**src/design/rcta_pkg.sv**
```systemverilog
// ----------------------------------------------------------------------------
// rcta_pkg
// Types, constants and the digit-to-character map of the radix converter.
// ----------------------------------------------------------------------------
`default_nettype none

package rcta_pkg;

  localparam int unsigned ValueBits = 63;
  localparam int unsigned RadixBits = 5;
  localparam int unsigned CharBits  = 7;
  localparam int unsigned DigitBits = 4;

  localparam logic [RadixBits-1:0] RadixMin  = 5'd2;
  localparam logic [RadixBits-1:0] RadixMax  = 5'd16;
  localparam logic [CharBits-1:0]  AsciiZero = 7'h30;
  localparam logic [CharBits-1:0]  AsciiA    = 7'h41;
  localparam logic [DigitBits-1:0] DecLimit  = 4'd10;

  typedef struct packed {
    logic [ValueBits-1:0] value;
    logic [RadixBits-1:0] radix;
  } in_item_t;

  typedef struct packed {
    logic [CharBits-1:0] digit_char;
    logic                last;
    logic                bad_base;
  } out_item_t;

  typedef struct packed {
    logic load;
    logic start;
  } div_ctrl_t;

  typedef struct packed {
    logic                 done;
    logic                 quot_zero;
    logic [DigitBits-1:0] rem;
  } div_stat_t;

  function automatic logic [CharBits-1:0] digit_to_ascii(input logic [DigitBits-1:0] d);
    logic [CharBits-1:0] res;
    if (d < DecLimit) begin
      res = AsciiZero + {3'b000, d};
    end else begin
      res = AsciiA + {3'b000, d - DecLimit};
    end
    return res;
  endfunction

endpackage

`default_nettype wire

```
**src/design/rcta_ram.sv**
```systemverilog
// ----------------------------------------------------------------------------
// rcta_ram
// Generic single-write, single-read memory with registered read data.
// ----------------------------------------------------------------------------
`default_nettype none

module rcta_ram #(
  parameter int unsigned WIDTH = 4,
  parameter int unsigned DEPTH = 64,
  localparam int unsigned AddrW = (DEPTH > 1) ? $clog2(DEPTH) : 1
) (
  input  wire logic             clk_i,
  input  wire logic             we_i,
  input  wire logic [AddrW-1:0] waddr_i,
  input  wire logic [WIDTH-1:0] wdata_i,
  input  wire logic [AddrW-1:0] raddr_i,
  output logic      [WIDTH-1:0] rdata_o
);

  logic [WIDTH-1:0] mem_q [DEPTH];

  always_ff @(posedge clk_i) begin
    if (we_i) begin
      mem_q[waddr_i] <= wdata_i;
    end
    rdata_o <= mem_q[raddr_i];
  end

endmodule

`default_nettype wire

```
**src/design/rcta_divider.sv**
```systemverilog
// ----------------------------------------------------------------------------
// rcta_divider
// Bit-serial restoring divider: one quotient bit per cycle, the quotient
// replaces the dividend in place so repeated starts peel off digits.
// ----------------------------------------------------------------------------
`default_nettype none

module rcta_divider
  import rcta_pkg::*;
#(
  parameter int unsigned VALUE_WIDTH = 63
) (
  input  wire logic                   clk_i,
  input  wire logic                   rst_ni,
  input  wire div_ctrl_t              ctrl_i,
  input  wire logic [VALUE_WIDTH-1:0] value_i,
  input  wire logic [RadixBits-1:0]   radix_i,
  output div_stat_t                   stat_o
);

  localparam int unsigned CntW = $clog2(VALUE_WIDTH + 1);

  logic [VALUE_WIDTH-1:0] val_q, val_d;
  logic [RadixBits-1:0]   radix_q, radix_d;
  logic [DigitBits-1:0]   rem_q, rem_d;
  logic [CntW-1:0]        cnt_q, cnt_d;
  logic                   busy_q, busy_d;
  logic                   done_q, done_d;
  logic                   nz_q, nz_d;
  logic [RadixBits-1:0]   trial;
  logic [RadixBits-1:0]   diff;
  logic                   ge;

  assign trial = {rem_q, val_q[VALUE_WIDTH-1]};
  assign ge    = (trial >= radix_q);
  assign diff  = trial - radix_q;

  always_comb begin
    val_d   = val_q;
    radix_d = radix_q;
    rem_d   = rem_q;
    cnt_d   = cnt_q;
    busy_d  = busy_q;
    done_d  = 1'b0;
    nz_d    = nz_q;
    if (ctrl_i.load) begin
      val_d   = value_i;
      radix_d = radix_i;
    end
    if (ctrl_i.start) begin
      rem_d  = '0;
      cnt_d  = CntW'(VALUE_WIDTH);
      busy_d = 1'b1;
      nz_d   = 1'b0;
    end else if (busy_q) begin
      val_d = {val_q[VALUE_WIDTH-2:0], ge};
      rem_d = ge ? diff[DigitBits-1:0] : trial[DigitBits-1:0];
      nz_d  = nz_q | ge;
      cnt_d = cnt_q - 1'b1;
      if (cnt_q == CntW'(1)) begin
        busy_d = 1'b0;
        done_d = 1'b1;
      end
    end
  end

  always_ff @(posedge clk_i or negedge rst_ni) begin
    if (!rst_ni) begin
      busy_q <= 1'b0;
      done_q <= 1'b0;
      cnt_q  <= '0;
    end else begin
      busy_q <= busy_d;
      done_q <= done_d;
      cnt_q  <= cnt_d;
    end
  end

  always_ff @(posedge clk_i) begin
    val_q   <= val_d;
    radix_q <= radix_d;
    rem_q   <= rem_d;
    nz_q    <= nz_d;
  end

  assign stat_o.done      = done_q;
  assign stat_o.quot_zero = ~nz_q;
  assign stat_o.rem       = rem_q;

endmodule

`default_nettype wire

```
**src/design/radix_converter_to_ascii.sv**
```systemverilog
// ----------------------------------------------------------------------------
// radix_converter_to_ascii
// Converts a non-negative integer to its digit string in base 2..16,
// emitted most significant digit first as ASCII characters.
// ----------------------------------------------------------------------------
//  channel | direction | handshake                   | payload
//  in      | input     | in_valid_i / in_ready_o     | in_data_i  (value, radix)
//  out     | output    | out_valid_o / out_ready_i   | out_data_o (digit_char, last, bad_base)
//
//  each digit comes from a full pass of the bit-serial divider
//  then each result is read back from the digit store via ST_FETCH and ST_LOAD
//  a bad base gives its single result in the cycle after acceptance
//  one conversion at a time; in_ready_o is high only between conversions
//  reset clears the control state; the digit store needs no clearing
// ----------------------------------------------------------------------------
`default_nettype none

module radix_converter_to_ascii
  import rcta_pkg::*;
#(
  parameter int unsigned MAX_DIGITS  = 64,
  parameter int unsigned VALUE_WIDTH = 63
) (
  input  wire logic      clk_i,
  input  wire logic      rst_ni,
  input  wire logic      in_valid_i,
  output logic           in_ready_o,
  input  wire in_item_t  in_data_i,
  output logic           out_valid_o,
  input  wire logic      out_ready_i,
  output out_item_t      out_data_o
);

  localparam int unsigned AddrW = $clog2(MAX_DIGITS);

  typedef enum logic [2:0] {
    ST_IDLE,
    ST_DIV,
    ST_FETCH,
    ST_LOAD,
    ST_SEND
  } state_e;

  state_e               state_q;
  logic [AddrW-1:0]     wptr_q;
  logic [AddrW-1:0]     idx_q;
  logic                 out_valid_q;
  out_item_t            out_data_q;
  div_ctrl_t            div_ctrl;
  div_stat_t            div_stat;
  logic                 in_acc;
  logic                 radix_bad;
  logic                 div_stop;
  logic [DigitBits-1:0] rdata;

  assign in_acc    = in_valid_i && (state_q == ST_IDLE);
  assign radix_bad = (in_data_i.radix < RadixMin) || (in_data_i.radix > RadixMax);
  assign div_stop  = div_stat.quot_zero || (wptr_q == AddrW'(MAX_DIGITS - 1));

  always_comb begin
    div_ctrl.load  = in_acc && !radix_bad;
    div_ctrl.start = div_ctrl.load
                     || ((state_q == ST_DIV) && div_stat.done && !div_stop);
  end

  rcta_divider #(
    .VALUE_WIDTH(VALUE_WIDTH)
  ) u_div (
    .clk_i  (clk_i),
    .rst_ni (rst_ni),
    .ctrl_i (div_ctrl),
    .value_i(in_data_i.value[VALUE_WIDTH-1:0]),
    .radix_i(in_data_i.radix),
    .stat_o (div_stat)
  );

  rcta_ram #(
    .WIDTH(DigitBits),
    .DEPTH(MAX_DIGITS)
  ) u_store (
    .clk_i  (clk_i),
    .we_i   ((state_q == ST_DIV) && div_stat.done),
    .waddr_i(wptr_q),
    .wdata_i(div_stat.rem),
    .raddr_i(idx_q),
    .rdata_o(rdata)
  );

  always_ff @(posedge clk_i or negedge rst_ni) begin
    if (!rst_ni) begin
      state_q     <= ST_IDLE;
      wptr_q      <= '0;
      idx_q       <= '0;
      out_valid_q <= 1'b0;
      out_data_q  <= '0;
    end else begin
      case (state_q)
        ST_IDLE: begin
          if (in_acc) begin
            wptr_q <= '0;
            if (radix_bad) begin
              idx_q                 <= '0;
              out_data_q.digit_char <= '0;
              out_data_q.last       <= 1'b1;
              out_data_q.bad_base   <= 1'b1;
              out_valid_q           <= 1'b1;
              state_q               <= ST_SEND;
            end else begin
              state_q <= ST_DIV;
            end
          end
        end
        ST_DIV: begin
          if (div_stat.done) begin
            if (div_stop) begin
              idx_q   <= wptr_q;
              state_q <= ST_FETCH;
            end else begin
              wptr_q <= wptr_q + 1'b1;
            end
          end
        end
        ST_FETCH: begin
          state_q <= ST_LOAD;
        end
        ST_LOAD: begin
          out_data_q.digit_char <= digit_to_ascii(rdata);
          out_data_q.last       <= (idx_q == '0);
          out_data_q.bad_base   <= 1'b0;
          out_valid_q           <= 1'b1;
          state_q               <= ST_SEND;
        end
        ST_SEND: begin
          if (out_ready_i) begin
            out_valid_q <= 1'b0;
            if (idx_q == '0) begin
              state_q <= ST_IDLE;
            end else begin
              idx_q   <= idx_q - 1'b1;
              state_q <= ST_FETCH;
            end
          end
        end
        default: begin
          state_q <= ST_IDLE;
        end
      endcase
    end
  end

  assign in_ready_o  = (state_q == ST_IDLE);
  assign out_valid_o = out_valid_q;
  assign out_data_o  = out_data_q;

endmodule

`default_nettype wire

```
**config.mk**
```make
export PLATFORM = sky130hd
export DESIGN_NAME = radix_converter_to_ascii
export DESIGN_NICKNAME = d
export VERILOG_FILES = /design/src/design/rcta_pkg.sv /design/src/design/rcta_ram.sv /design/src/design/rcta_divider.sv /design/src/design/radix_converter_to_ascii.sv
export SDC_FILE = /design/constraint.sdc
export NUM_CORES = 1
export LEC_CHECK = 0
export ABC_AREA = 1
export BUFFER_PORTS_ARGS = -buffer_cell sky130_fd_sc_hd__buf_2
export CAP_MARGIN = 10
export CORE_UTILIZATION = 40
export CTS_BUF_LIST = sky130_fd_sc_hd__clkbuf_8
export CTS_CLUSTER_DIAMETER = 40
export DETAILED_ROUTE_END_ITERATION = 10
export MAX_ROUTING_LAYER = met4
export PLACE_DENSITY = 0.54
export REMOVE_ABC_BUFFERS = 1
export SLEW_MARGIN = 20
export SYNTH_ARGS = -nofsm -noshare
export SYNTH_HDL_FRONTEND = slang
export SYNTH_SLANG_ARGS = --single-unit
export TNS_END_PERCENT = 30
```
**constraint.sdc**
```tcl
create_clock -name clk_i -period 2.46 [get_ports clk_i]
set_input_delay 0.123 -clock clk_i [delete_from_list [all_inputs] [get_ports clk_i]]
set_output_delay 0.123 -clock clk_i [all_outputs]
set_load 0.05 [all_outputs]
```
==> results by stage <==
Clock network:
- The clock latency of the later-clocked register in the worst-skew pair is 0.62 ns.
- The worst-case clock buffer depth is 3.
- The H-tree generated during clock tree synthesis spans 3 levels.
- The clock transition time at the flip-flop clock pins of the worst setup and hold paths is 0.06 ns.
- Clock tree synthesis selected as its root buffer the cell clkbuf_8.
- The number of clock sinks seen by CTS is around 370.
- The number of CTS-inserted buffers is 69.
- The clock tree from TritonCTS is yes.

Worst setup path:
- The internal reg-to-reg setup slack is 0.27 ns.
- The endpoint identified for the worst register-to-register timing path is u_store.mem_q[2][0].
- The path depth of the worst reg2reg path is 8.
- The startpoint class of the critical path is a register.
- In this run the worst path has a maximum fanout of 12.
- The worst flop-to-flop path startpoint is state_q[2].
- The worst setup path is captured at a register.
- STA puts the critical path data arrival time at about 2.5 ns.
- The critical path is of the register to register type.
- The data required time of the worst path is 2.72 ns.

Die:
- The total die area is between 0.04 and 0.05 sq mm.
- The horizontal extent of the die is 205 microns.
- The die outline height is 205 microns.
- The number of placement rows is 73.
- The number of top-level pins is between 80 and 90.
- For this configuration, the core starts out at a cell density of 0.410.
- The area of the core region is roughly 0.04 sq mm.

Global routing:
- The number of antenna violations at the first check in global routing came to 0.
- The wire length of the first global-routing pass is between 60000 and 70000 microns.
- For this run, the total global-route usage over all layers was measured as 0.208.
- The largest net degree at the start of global routing is slightly above 100.
- Summed over all layers, the global routing overflow is 0.
- The via count of the first global-routing pass is between 10000 and 15000.

Power:
- Of the total power, the share spent switching nets is 0.381.
- The analysis attributes to cell leakage a power of just under 9 nW.
- Of the total power, combinational logic draws 0.344.
- The relative contribution of the clock network to total power is 0.271.
- The worst-case IR drop observed on VDD is 828 uV.
- The internal portion of the total power is around 14 mW.
- Dividing total power by cell area gives a power density of ~1100 mW/mm^2.
- The net switching component of the power is about 8.5 mW.
- Of the total power, registers draw 0.385.

Drt:
- The count of TritonRoute iterations in the first routing pass is 5.
- The total number of vias is ~13000.
- The first routing iteration left ~760 violations.
- The post-detailed-route count of antenna-violating nets is 0.
- After detailed routing, the total wire length is around 40000 microns.
- Dividing the detail-routed wire length by the instance count gives between 15 and 20 microns.
- The DRC violation count after routing is 0.
- Dividing the detail-routed via count by the number of cells gives roughly 4.8.

Yosys:
- Yosys printed 0 warnings.
- In the post-synthesis netlist, the cell with the most instances is nand2_1.
- For this run, the leading register cell type out of synthesis is edfxtp_1.
- The distinct cell type count of the synthesized netlist is 39.
- The number of storage elements in the synthesis netlist is approximately 370.
- The share of the Yosys chip area taken by registers is 0.613.
- After synthesis the cells add up to 0.0165 sq mm.
- In the synthesized netlist, the cells that appear most often are nand2_1 (789), edfxtp_1 (261), inv_1 (170), nor2_1 (162), nand3_1 (140).
- The count of flip-flops with a built-in enable after synthesis is 261.
- The cell type with the largest total area after synthesis is edfxtp_1.
- The fraction of registers with async set/reset is 0.0902.
- The cell count after synthesis is roughly 1900.
- Of the post-synthesis cell area, the dominant cell type holds 0.476.
- Each instance of the synthesized netlist takes up on average 8.79 sq um.
- By area the synthesized netlist is led by edfxtp_1 (48%), nand2_1 (18%), dfxtp_1 (8.7%), dfrtp_1 (5.0%), nand3_1 (4.3%).

STA:
- Setup repair after global routing left no endpoint under its margin.
- The worst hold-check slack is approximately 0.10 ns.
- The maximum achievable frequency is approximately 0.46 GHz.
- The number of slew-limit violations in the final report is 0.
- For the pin with the worst max-slew slack, the measured transition is around 0.86 ns.
- Clock skew on the completed layout was measured at about 0.04 ns.
- For the finished layout, the period the worst path requires is approximately 2.2 ns.
- The number of failing hold endpoints at the final stage came to 0.
- Dividing the final minimum period by the clock period gives 0.892.
- The worst max-slew margin expressed relative to the limit is 0.426.
- Setup violations remaining at the end of the flow were counted as 0.

Final layout:
- The area growth from synthesis to layout is 18.9%.
- Of the cells placed in the final design, the portion with a size suffix greater than 1 is 0.117.
- The total of fill cells in the finished design is 3861.
- Once layout is complete, the utilization of the core stands at 0.488.
- The total inserted antenna cells is 0.
- The multi-input gate area in the final layout is around 0.0053 sq mm.
- The area taken by flip-flops and latches is approximately 0.010 sq mm.
- The layout net count is about 2100.

Status:
- The run finished with clean final reports.

Job:
- The total of max-cap violations is 0.

Place:
- Detailed placement ended at an HPWL of ~24000 microns.
- In this run the tool buffered the top-level ports with 82 buffer cells.
- The placer congestion estimate is around 0.85.

Worst hold path:
- In this run the worst hold path is classified as primary input to async pin.
[power groups by stage]
stage / logic [mW] / clock network [mW] / registers (mW)
after detailed placement: 7.64 / 0 / 8.67
after global routing: 8.73 / 6.44 / 8.67
after CTS: 7.74 / 6.20 / 8.57
after global placement: 7.58 / 0 / 8.67
after floorplan: 4.25 / 0 / 9.37
final: 7.65 / 6.04 / 8.57
[registers in the layout, summed over array words and instances, names as in the netlist, 3 cells and up]
signal / count
u_store.rdata_o: 4
u_store.mem_q: 256
out_data_o: 9
u_div.val_q: 63
wptr_q: 6
u_div.cnt_q: 6
u_div.rem_q: 4
u_div.radix_q: 5
state_q: 3
idx_q: 6
[logic make-up after synthesis]
kind of cell | count (synthesis) | share of synthesized area
AOI/OAI and AO/OA | 94 | 0.0304
xor gates and xnor gates | 7 | 0.00372
adders and majority gates | 14 | 0.0111
DFF | 366 | 0.613
and+or+nand+nor | 1130 | 0.275
buffers and inverters | 264 | 0.0669
[layout make-up]
| type | count | area share |
|---|---|---|
| clock buffers | 78 | 0.0548 |
| inverters | 177 | 0.0341 |
| repair buffers | 188 | 0.0744 |
| well taps | 525 | 0.0335 |
| clock inverters | 48 | 0.0181 |
| flip-flops and latches | 366 | 0.516 |
| multi-input cells | 1245 | 0.269 |
[what timing repair did]
action / in CTS / in global routing
hold buffers: 71 / 0
endpoints found under the setup margin: 0 / 0
gates resized for setup: 0 / 0
buffers inserted: 0 / 0
hold endpoints to repair: 103 / 0
[per-layer routing]
metal,global-route usage,vias to the layer above,part of all wire
met5,-,-,0
met4,0.0722,0,0.028
met3,0.0372,92,0.051
met2,0.334,331,0.46
met1,0.264,5958,0.46
li1,-,6338,-
[per-stage QoR]
stage	cell area [sq um]	total power [mW]	setup WS [ns]	TNS, ns	cells
2_1_floorplan	16000	13.6	-3.54	-59.85	1788
3_3_place_gp	17500	16.3	0.366	0	2430
3_5_place_dp	17500	16.3	0.294	0	2430
4_1_cts	19600	22.5	0.297	0	2627
5_1_grt	19600	23.8	0.0402	0	2627
6_report	19600	22.3	0.266	0	2627
[critical path, cell delays in order, from the launching register on]
cell and delay [ns]:
dfrtp_1 0.39, inv_1 0.09, nand2_2 0.10, nor2_4 0.14, inv_2 0.13, nor2_1 0.28, nand4_1 0.19, buf_4 0.22
nor2_1 0.32
[worst max path at each step]
stage,startpoint,to,cells after the start
2_1_floorplan,idx_q[0],idx_q[0],9
3_3_place_gp,state_q[2],u_store.mem_q[2][2],8
3_5_place_dp,state_q[2],u_store.mem_q[50][2],8
4_1_cts,state_q[2],u_store.mem_q[2][0],8
5_1_grt,wptr_q[1],idx_q[0],9
6_report,state_q[2],u_store.mem_q[2][0],8
[cell usage in the layout (no fill, tap or decap), types with 5 or more instances in the layout]
cell,instances
dfxtp_1,68
clkinv_1,10
a21oi_1,16
or2_2,6
o21ai_0,59
buf_2,82
nand2_1,789
clkinv_2,7
clkbuf_8,78
nand4_1,15
buf_4,29
buf_12,6
o21ai_1,5
dlygate4sd3_1,71
dfrtp_1,31
bufinv_16,5
inv_2,6
ha_1,13
edfxtp_1,261
nor2_1,162
nand3_1,140
inv_1,187
clkinvlp_4,7
No activity file was read; power rests on OpenSTA's default activity.
